==> src/rtl/fira_pkg.sv <==
// ----------------------------------------------------------------------------
// fira_pkg
// Shared types and codes for the free index range allocator.
// ----------------------------------------------------------------------------
`default_nettype none

package fira_pkg;

  localparam int unsigned RsvWidth = 17;

  localparam logic [1:0] MODE_REQUEST   = 2'd0;
  localparam logic [1:0] MODE_RETURN    = 2'd1;
  localparam logic [1:0] MODE_RESET_ALL = 2'd2;
  localparam logic [1:0] MODE_RESET_RSV = 2'd3;

  localparam logic [1:0] ST_OK    = 2'd0;
  localparam logic [1:0] ST_EMPTY = 2'd1;
  localparam logic [1:0] ST_DUP   = 2'd2;
  localparam logic [1:0] ST_FULL  = 2'd3;

  localparam logic [RsvWidth-1:0] RSV_RESET = 17'h10000;

  typedef struct packed {
    logic [1:0]  mode;
    logic [15:0] return_index;
  } in_t;

  typedef struct packed {
    logic [15:0] granted_index;
    logic        granted;
    logic [1:0]  status;
  } out_t;

  // operation broadcast to every cell in the apply cycle
  typedef enum logic [2:0] {
    OP_NONE,
    OP_TRIM,
    OP_POP,
    OP_SET,
    OP_EXT_PREV,
    OP_EXT_NEXT,
    OP_MERGE,
    OP_INSERT
  } op_e;

  // per-cell compare results for a return
  typedef struct packed {
    logic dup;
    logic padj;
    logic nadj;
  } flag_t;

endpackage

`default_nettype wire

==> src/rtl/fira_cell.sv <==
// ----------------------------------------------------------------------------
// fira_cell
// One free range of the chain: compares against the returned index and
// shifts, merges or rewrites itself from its neighbours.
// ----------------------------------------------------------------------------
`default_nettype none

module fira_cell #(
  parameter int unsigned INDEX_BITS = 16,
  parameter bit          IS_HEAD    = 1'b0,
  parameter logic [INDEX_BITS-1:0] HEAD_END = '1
) (
  input  wire                     clk_i,
  input  wire                     rst_ni,
  input  wire                     eval_i,
  input  wire  fira_pkg::op_e     op_i,
  input  wire  [INDEX_BITS-1:0]   idx_i,
  input  wire  [INDEX_BITS-1:0]   set_end_i,
  // neighbour holding the next lower range
  input  wire                     up_valid_i,
  input  wire  [INDEX_BITS-1:0]   up_start_i,
  input  wire  [INDEX_BITS-1:0]   up_end_i,
  input  wire                     above_up_i,
  // neighbour holding the next higher range
  input  wire                     dn_valid_i,
  input  wire  [INDEX_BITS-1:0]   dn_start_i,
  input  wire  [INDEX_BITS-1:0]   dn_end_i,
  input  wire                     above_dn_i,
  output logic                    above_o,
  output logic                    valid_o,
  output logic [INDEX_BITS-1:0]   start_o,
  output logic [INDEX_BITS-1:0]   end_o,
  output fira_pkg::flag_t         flag_o
);

  logic                  valid_q, valid_d;
  logic [INDEX_BITS-1:0] start_q, start_d;
  logic [INDEX_BITS-1:0] end_q, end_d;
  logic                  above_q, at_pos_q, prev_q, next_q;
  logic                  at_pos, prev_c, next_c;
  fira_pkg::flag_t       flag_q, flag_c;

  assign above_o = valid_q && (start_q > idx_i);
  assign at_pos  = !above_o && above_dn_i;
  assign prev_c  = at_pos && valid_q;
  assign next_c  = above_o && !above_up_i;

  always_comb begin
    flag_c.dup  = prev_c && (end_q >= idx_i);
    flag_c.padj = prev_c &&
                  (({1'b0, end_q} + {{INDEX_BITS{1'b0}}, 1'b1}) == {1'b0, idx_i});
    flag_c.nadj = next_c &&
                  ({1'b0, start_q} == ({1'b0, idx_i} + {{INDEX_BITS{1'b0}}, 1'b1}));
  end

  always_comb begin
    valid_d = valid_q;
    start_d = start_q;
    end_d   = end_q;
    case (op_i)
      fira_pkg::OP_TRIM: begin
        if (IS_HEAD) end_d = end_q - {{(INDEX_BITS-1){1'b0}}, 1'b1};
      end
      fira_pkg::OP_POP: begin
        valid_d = up_valid_i;
        start_d = up_start_i;
        end_d   = up_end_i;
      end
      fira_pkg::OP_SET: begin
        if (IS_HEAD) begin
          valid_d = 1'b1;
          start_d = '0;
          end_d   = set_end_i;
        end else begin
          valid_d = 1'b0;
        end
      end
      fira_pkg::OP_EXT_PREV: begin
        if (prev_q) end_d = idx_i;
      end
      fira_pkg::OP_EXT_NEXT: begin
        if (next_q) start_d = idx_i;
      end
      fira_pkg::OP_MERGE: begin
        // next range absorbs the previous one; everything below closes up
        if (next_q) begin
          start_d = up_start_i;
        end else if (!above_q) begin
          valid_d = up_valid_i;
          start_d = up_start_i;
          end_d   = up_end_i;
        end
      end
      fira_pkg::OP_INSERT: begin
        if (at_pos_q) begin
          valid_d = 1'b1;
          start_d = idx_i;
          end_d   = idx_i;
        end else if (!above_q) begin
          valid_d = dn_valid_i;
          start_d = dn_start_i;
          end_d   = dn_end_i;
        end
      end
      default: ;
    endcase
  end

  always_ff @(posedge clk_i or negedge rst_ni) begin
    if (!rst_ni) begin
      valid_q <= IS_HEAD;
      start_q <= '0;
      end_q   <= IS_HEAD ? HEAD_END : '0;
    end else begin
      valid_q <= valid_d;
      start_q <= start_d;
      end_q   <= end_d;
    end
  end

  always_ff @(posedge clk_i) begin
    if (eval_i) begin
      above_q  <= above_o;
      at_pos_q <= at_pos;
      prev_q   <= prev_c;
      next_q   <= next_c;
      flag_q   <= flag_c;
    end
  end

  assign valid_o = valid_q;
  assign start_o = start_q;
  assign end_o   = end_q;
  assign flag_o  = flag_q;

endmodule

`default_nettype wire
==> config.mk <==
export PLATFORM = sky130hd
export DESIGN_NAME = fira_cell
export DESIGN_NICKNAME = d
export VERILOG_FILES = /design/src/rtl/fira_pkg.sv /design/src/rtl/fira_cell.sv
export SDC_FILE = /design/constraint.sdc
export NUM_CORES = 1
export LEC_CHECK = 0
export ABC_AREA = 1
export BUFFER_PORTS_ARGS = -buffer_cell sky130_fd_sc_hd__buf_2
export CORE_ASPECT_RATIO = 1.2
export CORE_UTILIZATION = 54
export DETAILED_ROUTE_END_ITERATION = 7
export PLACE_DENSITY = 0.83
export RECOVER_POWER = 25
export SYNTH_ARGS = -nofsm -noshare
export SYNTH_HDL_FRONTEND = slang
export SYNTH_SLANG_ARGS = --single-unit
==> constraint.sdc <==
create_clock -name clk_i -period 2 [get_ports clk_i]
set_clock_uncertainty 0.1 [all_clocks]
set_input_delay 0.2 -clock clk_i [delete_from_list [all_inputs] [get_ports clk_i]]
set_output_delay 0.2 -clock clk_i [all_outputs]
set_load 0.01 [all_outputs]
* Word level (Yosys, flattened, before mapping)
Index checks and enable logic that the tools add are counted.
** Operators by class
- Add/sub/neg operators :: 2
- Magnitude comparators :: 2
- Eq/ne operators :: 14
- Mux-type cells :: 17
- Reductions and logical operators :: 15
** Operator list (number)
- 16-bit two-way mux :: 10
- 16-bit case mux with 4 select lines :: 2
- 16-bit by 1-bit adder with 17-bit output, second input constant :: 2
- 16-bit by 17-bit == test with 1-bit output :: 1
- 17-bit by 16-bit == test with 1-bit output :: 1
- 16-bit greater-or-equal comparator :: 1
- 16-bit > comparator :: 1
- 3-bit == test, second input constant :: 4
- 4-bit nonzero test :: 3
- 2-bit inequality test, second input constant :: 4
- 4-bit AND reduction :: 2
- 1-bit logical AND :: 7
- 3-bit by 2-bit == test with 1-bit output, second input constant :: 2
- 3-bit inequality test, second input constant :: 2
- 5-bit AND reduction :: 1
- 1-bit two-way mux :: 4
- 1-bit case mux with 4 select lines :: 1
- 1-bit zero test :: 2
** Word-level totals
- Bits in registers :: 40
- Input bits :: 106
- Output and inout bits :: 37
- Word-level logic and storage cells :: 60

* Depth between registers and ports, before layout
Gate-level depths: netlist of the first run.
- Depth in word-level cells :: 6
- Depth in mapped cells :: 14
- Depth with buffers taken out :: 13

* Worst setup path after synthesis of the first run
Ideal clock, no wire load.
- Kind :: input -> register
- Start :: input port idx_i[15]
- End :: register flag_q, in the netlist flag_o[1] (data pin)
- Library setup time :: 0.254 ns
- Arrival time :: 1.667 ns
- Data required time :: 1.646 ns
- Slack :: -0.020 ns
- Stages on the path :: 14
- Cell sequence :: clkbuf_1 inv_1 ha_1 nand2_1 nor2_1 nand3_1 nor2_1 nand2_1 nand3_1 nand2_1 inv_1 nor2_1 nand2_1 nor2_1
** RTL lines
- from (decl) :: line fira_cell.sv:17 : input wire [INDEX_BITS-1:0] idx_i,
- to (signal assigned) :: line fira_cell.sv:127 : flag_q <= flag_c;
- to (decl) :: line fira_cell.sv:41 : fira_pkg::flag_t flag_q, flag_c;

* Worst setup path in the final report of the first run
- Start :: register start_q[15], in the netlist start_o[15]
- End :: output port above_o
** On the way
- Longest elaborated chain between the ends :: 2
** RTL lines
- from (decl) :: line fira_cell.sv:37 : logic [INDEX_BITS-1:0] start_q, start_d;
- from (signal assigned) :: line fira_cell.sv:116 : start_q <= start_d;
- 16-bit > comparator :: line fira_cell.sv:43 : assign above_o = valid_q && (start_q > idx_i);
- 1-bit logical AND :: line fira_cell.sv:43
- to (decl) :: line fira_cell.sv:29 : output logic above_o,
Every way passes these cells.

==> results.md, run 1 <==
* Final Slew Violations at 0
* Detailed Place HPWL at 12.1 mm
* Final Setup Violations at 2
* Status: finished, violations left
* CTS tree: done
* Fraction of layout cells with a size suffix above 1 at 27.5%
* Gate Count Post-Synth at about 760
* Static leakage at about 3.3 nW
* Die Area at 9270 um2
* Fin crit share at 107%
* Fmax achieved at ~470 MHz
* Syn-to-layout area delta at 29.5%
* Drt drc at 0
* Routed Antenna Nets at 0
* Seq cells post-synth at 40
* Core area at approximately 8600 um2
* Routed wire length per instance at 14.7 um
* Crit path DAT at 1.83 ns
* CTS root buf: clkbuf_8
* RSZ-0062 raised after global routing: yes
* Cell Area, Placed at approximately 5900 um2
* First-pass GRT wire length at between 20 and 25 mm
* Hold Crit Class: in -> reg
* Largest fanout on the critical path at 2
* DRT Pass-1 Iters at 5
* Iteration-0 DRC Markers at 480
* Vias at roughly 5,700
* DIE WIDTH at a little under 90 um
* Max IR drop VDD at ~0.00042 V
* Vias in the first global route at slightly above 5,000
* Maxcap violations at 0
* Io pins at 143
* Initial antenna violation count at 0
* Sequential element share of the synthesized area at 21.6%
* Setup CP Type: reg -> out
* Req. time, crit path at 1.70 ns
* Overall Global Routing Usage at about 33%
* Hold violation count in the final report at 0
* IO buf count at between 100 and 150
* Yosys warns at 0
* Max_slew headroom at 42.5%
* Commonest non-fill, non-tap cell in the layout: nand2_1
* Clock slew at reported path FFs at roughly 0.080 ns
* Setup WS post-layout at -0.131 ns
* Htree depth at 2
* Clk_lat worst skew at 0.30 ns
* Net Count, Synth at ~900
* Die Y at 105 um
* Placed cell count at approximately 1,000
* Worst setup EP type: output pin
* Hold Slack at ~0.11 ns
* Initial cell density of the core at 55.7%
* Clock sinks at 40
* Setup crit start kind: register
* Violated checks: setup timing
* FP Rows at 37
* Grt ovf at 0
* Maximum number of pins on one net before global-route repair at 34
* Clock tree buffer depth at 2
* Final estimated routing congestion in global placement at between 0.9 and 1
* # diodes at 0
* Pwr per Cell Area at approximately 620 nW/um2
* Most frequent cells in the layout: 212 x nand2_1, 131 x inv_1, 108 x buf_2
* Final Core Density at approximately 72%
* Via density at 5.45
* Nets at roughly 1,100
* Fin area at about 6200 um2
* Routed WL at between 15 and 20 mm
* Mapped Avg Cell Area at 6.32 um2
* Final cell count without fillers at ~1,100
* Min Tclk post-route at 2.13 ns
* Worst-Margin Slew at 0.862 ns
* Cell area after synthesis at around 4800 um2
* Cell variety after synth at 36
* CTS Buf Count at 5
-- cell usage after synthesis, drive strengths merged --
master / number / area [um2]
nand3: 66 / 335
xnor2: 4 / 35.0
xor2: 11 / 96.3
edfxtp: 7 / 210
dfrtp: 33 / 826
o21ai: 77 / 453
a22oi: 2 / 15.0
inv: 135 / 507
nand2: 226 / 881
buf: 18 / 134
nand4: 5 / 31.3
nand3b: 3 / 22.5
a41oi: 5 / 81.3
a211oi: 1 / 20.0
or2: 1 / 8.76
clkbuf: 10 / 37.5
nor3: 6 / 41.3
xnor3: 2 / 45.0
o211ai: 24 / 180
ha: 34 / 425
o21bai: 2 / 15.0
nor2: 61 / 257
a21oi: 26 / 141
-- final cells by class --
| class | count | area [um2] |
|---|---|---|
| clock buffer | 6 | 72.6 |
| tap | 117 | 146 |
| fill | 761 | 2390 |
| multi-input combinational | 556 | 3280 |
| timing repair buffer | 195 | 1140 |
| sequential | 40 | 1040 |
| clock inverter | 2 | 35.0 |
| inverter | 135 | 507 |
-- registers in the layout, summed over array words and instances (netlist names) --
register and cells:
end_o 16, valid_o 1, above_q 1, flag_o 3, prev_q 1, start_o 16
next_q 1, at_pos_q 1
-- metal layers --
layer | part of all wire (%) | vias to the layer above | wire [um] | GRT usage [%]
met5 | 0 | - | 0 | 0
li1 | - | 2799 | - | -
met4 | 3.0 | 0 | 461 | 12.7
met2 | 48 | 312 | 7430 | 54.8
met1 | 41 | 2579 | 6290 | 44.5
met3 | 8.5 | 42 | 1320 | 3.05
-- through the flow --
stage	power [mW]	TNS [ns]	setup WS, ns
finish	3.85	-0.137	-0.131
global route	4.13	-0.514	-0.231
CTS	3.71	-0.406	-0.185
detailed placement	3.01	0	0.0115
global placement	2.96	0	0.0513
floorplan	2.31	0	0.00482
-- logic make-up after synthesis --
| family | after synthesis | share of synthesized area (%) |
|---|---|---|
| AO/OA/AOI/OAI | 137 | 18.9 |
| buffers and inverters | 163 | 14.1 |
| XOR/XNOR | 17 | 3.68 |
| adder cells (fa/ha/maj) | 34 | 8.87 |
| AND/OR/NAND/NOR | 368 | 32.9 |
| flip-flops | 40 | 21.6 |
-- power by group --
group          switching, mW  internal, mW  total, mW
Combinational           1.16         0.859       2.01
Clock                  0.315         0.371      0.687
Sequential             0.180         0.971       1.15
Total                   1.65          2.20       3.85
-- path summary, 6_finish.rpt --
| check | to | slack, ns | from | depth (start not counted) |
|---|---|---|---|---|
| setup / recovery | above_o | -0.13 | start_o[15] | 11 |
| hold / removal | next_q | 0.11 | above_up_i | 2 |
| setup reg to reg | flag_o[2] | -0.01 | end_o[1] | 8 |
| hold reg to reg | start_o[0] | 0.48 | start_o[0] | 2 |
| max in group asynchronous | start_o[8] | 0.82 | rst_ni | 2 |
| min in group asynchronous | valid_o | 0.45 | rst_ni | 2 |
-- timing repair --
action	CTS	global route
setup buffers	2	4
gates resized for setup	8	34
hold buffers	1	0
hold endpoints to repair	33	0
setup endpoints to repair	2	6
pin swaps	8	11
-- worst max-delay path, stage by stage (launching register included) --
cell and delay [ns]:
dfrtp_1 0.42, ha_4 0.29, nand2_4 0.05, nor2_4 0.12, nand3_2 0.11, nor2_4 0.11, nand2_1 0.07, nand3_2 0.06
nand2_2 0.06, inv_2 0.06, buf_6 0.09, buf_6 0.09
Power figures use the tool's default switching activity.
==> run 2, diff against run 1 <==
Settings changed: BUFFER_PORTS_ARGS -buffer_cell sky130_fd_sc_hd__buf_2 to not set, CORE_UTILIZATION 54 to 55, DONT_BUFFER_PORTS set to 1, PLACE_DENSITY 0.83 to 0.7.
==> run 2 against run 1 <==
Effect of this change:
- the run still ends with setup timing left
- critical path depth down 1
- combinational power fell by 5%
- register-to-register slack worse by 0.04 ns
- final cell count down 12%
- power decreased by 7.1%
- highest routed layer unchanged
- non-clock buffer count down 119
- die area shrank 1.8%
==> results.md, run 2 (synthesis gave the netlist of run 1 again) <==
* Vias in the first global route at 5,045 (-2.1%)
* RSZ-0062 raised after global routing: yes
* Fraction of layout cells with a size suffix above 1 at 19.0% (-8.5 points)
* Initial cell density of the core at 57.9% (+2.2 points)
* Syn-to-layout area delta at 17.0%
* Worst reg2reg path depth at 14 (+6)
* Initial antenna violation count at 0 (unchanged)
* CTS Buf Count at 5 (unchanged)
* Clock slew at reported path FFs at 0.08 ns (about the same)
* Placed cell count at 906 (-13%)
* P_int at 2.03 mW (-7.7%)
* Fin crit share at 104% (-2.9 points)
* Req. time, crit path at 1.70 ns (about the same)
* Via density at 5.54 (+1.7%)
* Status: finished, violations left
* CTS tree: done
* Maximum number of pins on one net before global-route repair at 34 (unchanged)
* Psw at 1.55 mW (-6.3%)
* Core area at 8290 um2 (-3.7%)
* Io pins at 143 (unchanged)
* DRT Pass-1 Iters at 7 (+2)
* Final Slew Violations at 0 (unchanged)
* Pwr per Cell Area at 638 nW/um2 (+2.9%)
* Fillers at 782 (+2.8%)
* Most frequent cells in the layout: 213 x nand2_1, 130 x inv_1, 68 x buf_4
* Drt drc at 0 (unchanged)
* IO buf count at 0 (-100%)
* Hold violation count in the final report at 0 (unchanged)
* Hold EP: end_o[1]
* First-pass GRT wire length at 24.1 mm (+0.96%)
* Worst setup EP type: output pin
* Share of power burned in registers at 31.8% (+1.9 points)
* Grt ovf at 0 (unchanged)
* Min Tclk post-route at 2.07 ns (-0.0575 ns)
* Setup crit start kind: register
* Clock power share at 15.2% (-2.6 points)
* Max_slew headroom at 38.4% (-4.1 points)
* Htree depth at 2 (unchanged)
* Hold depth at 2 (unchanged)
* CTS root buf: clkbuf_8
* Routed Antenna Nets at 0 (unchanged)
* Routed wire length per instance at 16.4 um (+11%)
* Final estimated routing congestion in global placement at 0.951 (-2.1%)
* Setup CP Type: reg -> out
* Clock tree buffer depth at 2 (unchanged)
* Vias at 5,156 (-10%)
* Worst-Margin Slew at 0.924 ns (+0.0619 ns)
* Hold Crit Class: in -> reg
* Setup WS post-layout at -0.0734 ns (+0.0575 ns)
* Crit path DAT at 1.77 ns (-0.06 ns)
* Fin Setup TNS at -0.189 ns (-0.0519 ns)
* Reg2Reg Launch Point: start_o[15]
* Maxcap violations at 0 (unchanged)
* Routed WL at 15.2 mm (-1.8%)
* Clock sinks at 40 (unchanged)
* Max IR drop VDD at 0.000473 V (+12%)
* Static leakage at 2.91 nW (-13%)
* Clk_lat worst skew at 0.31 ns (about the same)
* Flop-to-flop setup slack at -0.05 ns (-0.04 ns)
* # diodes at 0 (unchanged)
* Final cell count without fillers at 930 (-12%)
* FP Rows at 36 (-2.7%)
* DIE WIDTH at 87.3 um (-0.89%)
* Combinational group share of total power at 53.0% (+0.7 points)
* Iteration-0 DRC Markers at 416 (-13%)
* Violated checks: setup timing
* Nets at 955 (-11%)
* Die Y at 104 um (-0.89%)
* Die Area at 9100 um2 (-1.8%)
* Fmax achieved at 482 MHz (+2.8%)
* Overall Global Routing Usage at 34.2% (+1.0 points)
* Detailed Place HPWL at 12.0 mm (-0.80%)
* Switching power share of the total at 43.2% (+0.37 points)
* Commonest non-fill, non-tap cell in the layout: nand2_1
* HP Start: up_end_i[1]
* Final Setup Violations at 4 (+2)
* Reg2reg end: flag_o[2]
* Largest fanout on the critical path at 2 (unchanged)
[run 2: cell types whose count changed in the layout (fill, tap and decap cells not counted), moves of 3 or more]
cell,change
nor2_4,-3
dfrtp_2,+3
nor2_2,+5
buf_2,-108
buf_4,+6
dfrtp_1,-3
clkbuf_1,-21
dlygate4sd3_1,+3
[run 2: worst max-delay path, cell delays in order (launching register included)]
cell	delay (ns)
dfrtp_1	0.42
ha_4	0.30
nand2_4	0.05
nor2_4	0.12
nand3_2	0.09
nor2_2	0.11
nand2_1	0.08
nand3_2	0.07
nand2_2	0.06
inv_2	0.06
buf_6	0.11
[run 2: worst max-delay path by stage]
stage	startpoint	endpoint	depth (start not counted)
finish	start_o[15]	above_o	10
CTS	start_o[15]	above_o	10
global route	start_o[15]	above_o	10
global placement	end_o[1]	flag_o[1]	12
floorplan	idx_i[12]	flag_o[1]	14
detailed placement	start_o[15]	flag_o[1]	12
[run 2: timing repair]
item                                   CTS  global route
endpoints found under the hold margin   42             0
gates resized for setup                  9            26
buffers inserted                         3             7
hold buffers                             5             0
cloned                                   0             1
setup endpoints to repair                3            16
pin swaps                                7            13
[run 2: cell type report]
type,count,area (um2),share of cell area [%]
flip-flops and latches,40,1040,18.5
repair buffers,76,598,10.7
inverters,135,507,9.03
clock buffers,6,72.6,1.29
well taps,114,143,2.54
multi-input cells,557,3250,57.8
clock inverters,2,7.51,0.134
[run 2: per-stage QoR]
stage	area [um2]	hold slack, ns	util, %	power (mW)	setup WS [ns]
6_report	5610	0.00323	67.7	3.58	-0.0734
3_5_place_dp	5240	-0.195	63.2	2.85	-0.00747
5_1_grt	5610	0.0106	67.7	3.88	-0.159
2_1_floorplan	4800	-0.196	-	2.31	0.00482
3_3_place_gp	5240	-0.195	63.2	2.79	0.0480
4_1_cts	5430	0.00295	65.5	3.45	-0.0867
[run 2: power groups by stage]
stage | logic, mW | clock network [mW] | registers, mW
floorplan | 1.09 | 0 | 1.22
global placement | 1.66 | 0 | 1.13
detailed placement | 1.71 | 0 | 1.14
CTS | 1.78 | 0.551 | 1.12
global route | 2.14 | 0.582 | 1.16
finish | 1.90 | 0.543 | 1.14
[run 2: per-layer routing]
layer	vias to the layer above	routed length [um]	track usage, %
li1	2548	-	-
met1	2355	6000	44.1
met2	213	7460	55.1
met3	40	1310	7.14
met4	0	445	13.6
met5	-	0	0
==> run 3, diff against run 2 <==
Settings changed: MAX_ROUTING_LAYER set to met4, SLEW_MARGIN set to 20.
==> run 3 against run 2 <==
Effect of this change:
- the flow still finishes with violations (setup timing)
- fmax fell by 1.8%
- final cell count fell by 0.75%
- utilization fell by 0.60 points
- clock power barely moved
- die area did not move
- sequential cell count did not move
- largest cell class unchanged
- highest routed layer unchanged
==> results.md, run 3 (synthesis gave the netlist of run 1 again) <==
* Multi-input logic area at 3220 um2 (-0.92%)
* Maxcap violations at 0 (unchanged)
* Cell Area, Placed at 5250 um2 (+0.19%)
* Setup crit start kind: register
* Max_slew headroom at 41.2% (+2.8 points)
* Detailed Place HPWL at 12.4 mm (+3.5%)
* Routed wire length per instance at 16.6 um (+1.4%)
* # diodes at 0 (unchanged)
* Routed Antenna Nets at 0 (unchanged)
* Final estimated routing congestion in global placement at 0.988 (+3.9%)
* Fin crit share at 106% (+1.9 points)
* First-pass GRT wire length at 24.3 mm (+1.0%)
* Maximum number of pins on one net before global-route repair at 50 (+47%)
* Die Area at 9100 um2 (unchanged)
* CTS Buf Count at 5 (unchanged)
* Final Setup Violations at 4 (unchanged)
* Req. time, crit path at 1.70 ns (about the same)
* Final Slew Violations at 0 (unchanged)
* Seq. cell area at 1040 um2 (-0.12%)
* Nets at 948 (-0.73%)
* Grt ovf at 0 (unchanged)
* HP Start: up_end_i[14]
* IO buf count at 0 (unchanged)
* Static leakage at 2.88 nW (-0.97%)
* Max IR drop VDD at 0.000498 V (+5.2%)
* Overall Global Routing Usage at 36.0% (+1.8 points)
* Clock slew at reported path FFs at 0.09 ns (about the same)
* Violated checks: setup timing
* Min Tclk post-route at 2.11 ns (+0.0381 ns)
* CTS root buf: clkbuf_8
* Crit path DAT at 1.81 ns (+0.04 ns)
* Iteration-0 DRC Markers at 306 (-26%)
* DRT Pass-1 Iters at 5 (-2)
* RSZ-0062 raised after global routing: yes
* Largest fanout on the critical path at 2 (unchanged)
* Worst-Margin Slew at 0.882 ns (-0.0423 ns)
* Clock sinks at 40 (unchanged)
* Clock tree buffer depth at 2 (unchanged)
* Fin Setup TNS at -0.118 ns (+0.0711 ns)
* Worst setup EP type: output pin
* Via density at 5.54 (-0.16%)
* Htree depth at 2 (unchanged)
* CTS tree: done
* Initial cell density of the core at 57.9% (unchanged)
* Pwr per Cell Area at 637 nW/um2 (about the same)
* FP Rows at 36 (unchanged)
* Fraction of layout cells with a size suffix above 1 at 17.6% (-1.4 points)
* Hold violation count in the final report at 0 (unchanged)
* Syn-to-layout area delta at 16.0%
* Drt drc at 0 (unchanged)
* Die Y at 104 um (unchanged)
* Most frequent cells in the layout: 213 x nand2_1, 131 x inv_1, 63 x nand3_1
* Vias at 5,109 (-0.91%)
* Fillers at 816 (+4.3%)
* Setup WS post-layout at -0.111 ns (-0.0381 ns)
* Hold Crit Class: in -> reg
* Initial antenna violation count at 0 (unchanged)
* Vias in the first global route at 4,995 (-0.99%)
* Fmax achieved at 474 MHz (-1.8%)
* Setup CP Type: reg -> out
* Reg2Reg Launch Point: start_o[15]
* Routed WL at 15.3 mm (+0.64%)
* Commonest non-fill, non-tap cell in the layout: nand2_1
* Status: finished, violations left
* Fin area at 5560 um2 (-0.89%)
* DIE WIDTH at 87.3 um (unchanged)
* Clk_lat worst skew at 0.32 ns (about the same)
* Core area at 8290 um2 (unchanged)
* Io pins at 143 (unchanged)
* Worst setup startpoint: start_o[15]
==> run 3: power breakdown <==
group	internal (mW)	switching [mW]	leakage, nW
Combinational	0.792	1.07	2.37
Clock	0.238	0.307	0.0403
Sequential	0.973	0.166	0.472
==> run 3: area by class of cell <==
| type | instances | area share (%) |
|---|---|---|
| inverter | 135 | 9.11 |
| multi-input combinational | 556 | 57.8 |
| tap | 114 | 2.56 |
| clock buffer | 6 | 1.30 |
| timing repair buffer | 70 | 10.4 |
| clock inverter | 2 | 0.135 |
| sequential | 40 | 18.7 |
==> run 3: worst paths after layout <==
| kind | end | slack [ns] | cells past startpoint |
|---|---|---|---|
| worst min register to register | start_o[0] | 0.46 | 2 |
| worst min-delay path | end_o[14] | 0.006 | 2 |
| worst max-delay path | above_o | -0.11 | 10 |
| worst max register to register | prev_q | 0 | 13 |
| min in group asynchronous | start_o[9] | 0.49 | 2 |
| max in group asynchronous | end_o[1] | 0.68 | 2 |
==> run 3: per-layer routing <==
layer / GRT usage, % / vias up / wire [um]
met3: 6.03 / 29 / 1220
met2: 58.5 / 206 / 7480
met5: - / - / 0
met1: 45.1 / 2341 / 6230
met4: 11.6 / 0 / 388
li1: - / 2533 / -
==> run 3: worst max-delay path, stage by stage (launching register included) <==
cell and delay (ns):
dfrtp_1 0.42, ha_4 0.29, nand2_4 0.06, nor2_4 0.11
nand3_2 0.08, nor2_2 0.11, nand2_1 0.07, nand3_1 0.09
nand2_2 0.07, inv_2 0.07, buf_6 0.11
==> run 3: stage by stage <==
stage | total power [mW] | hold WS [ns] | instances | utilization, % | setup slack, ns
3_5_place_dp | 2.86 | -0.195 | 904 | 63.3 | -0.0556
6_report | 3.55 | 0.00562 | 923 | 67.1 | -0.111
2_1_floorplan | 2.31 | -0.196 | 759 | - | 0.00482
3_3_place_gp | 2.79 | -0.195 | 904 | 63.3 | 0.0522
5_1_grt | 3.82 | 0.00180 | 923 | 67.1 | -0.207
4_1_cts | 3.46 | 0.000171 | 921 | 65.7 | -0.152
==> run 3: what timing repair did <==
item                                    4_1_cts  5_1_grt
buffers inserted                              2        2
hold buffers                                  7        0
cloned                                        0        0
endpoints found under the hold margin        43        0
resized for setup                             6       26
endpoints found under the setup margin        4        8
pin swaps                                     6       12
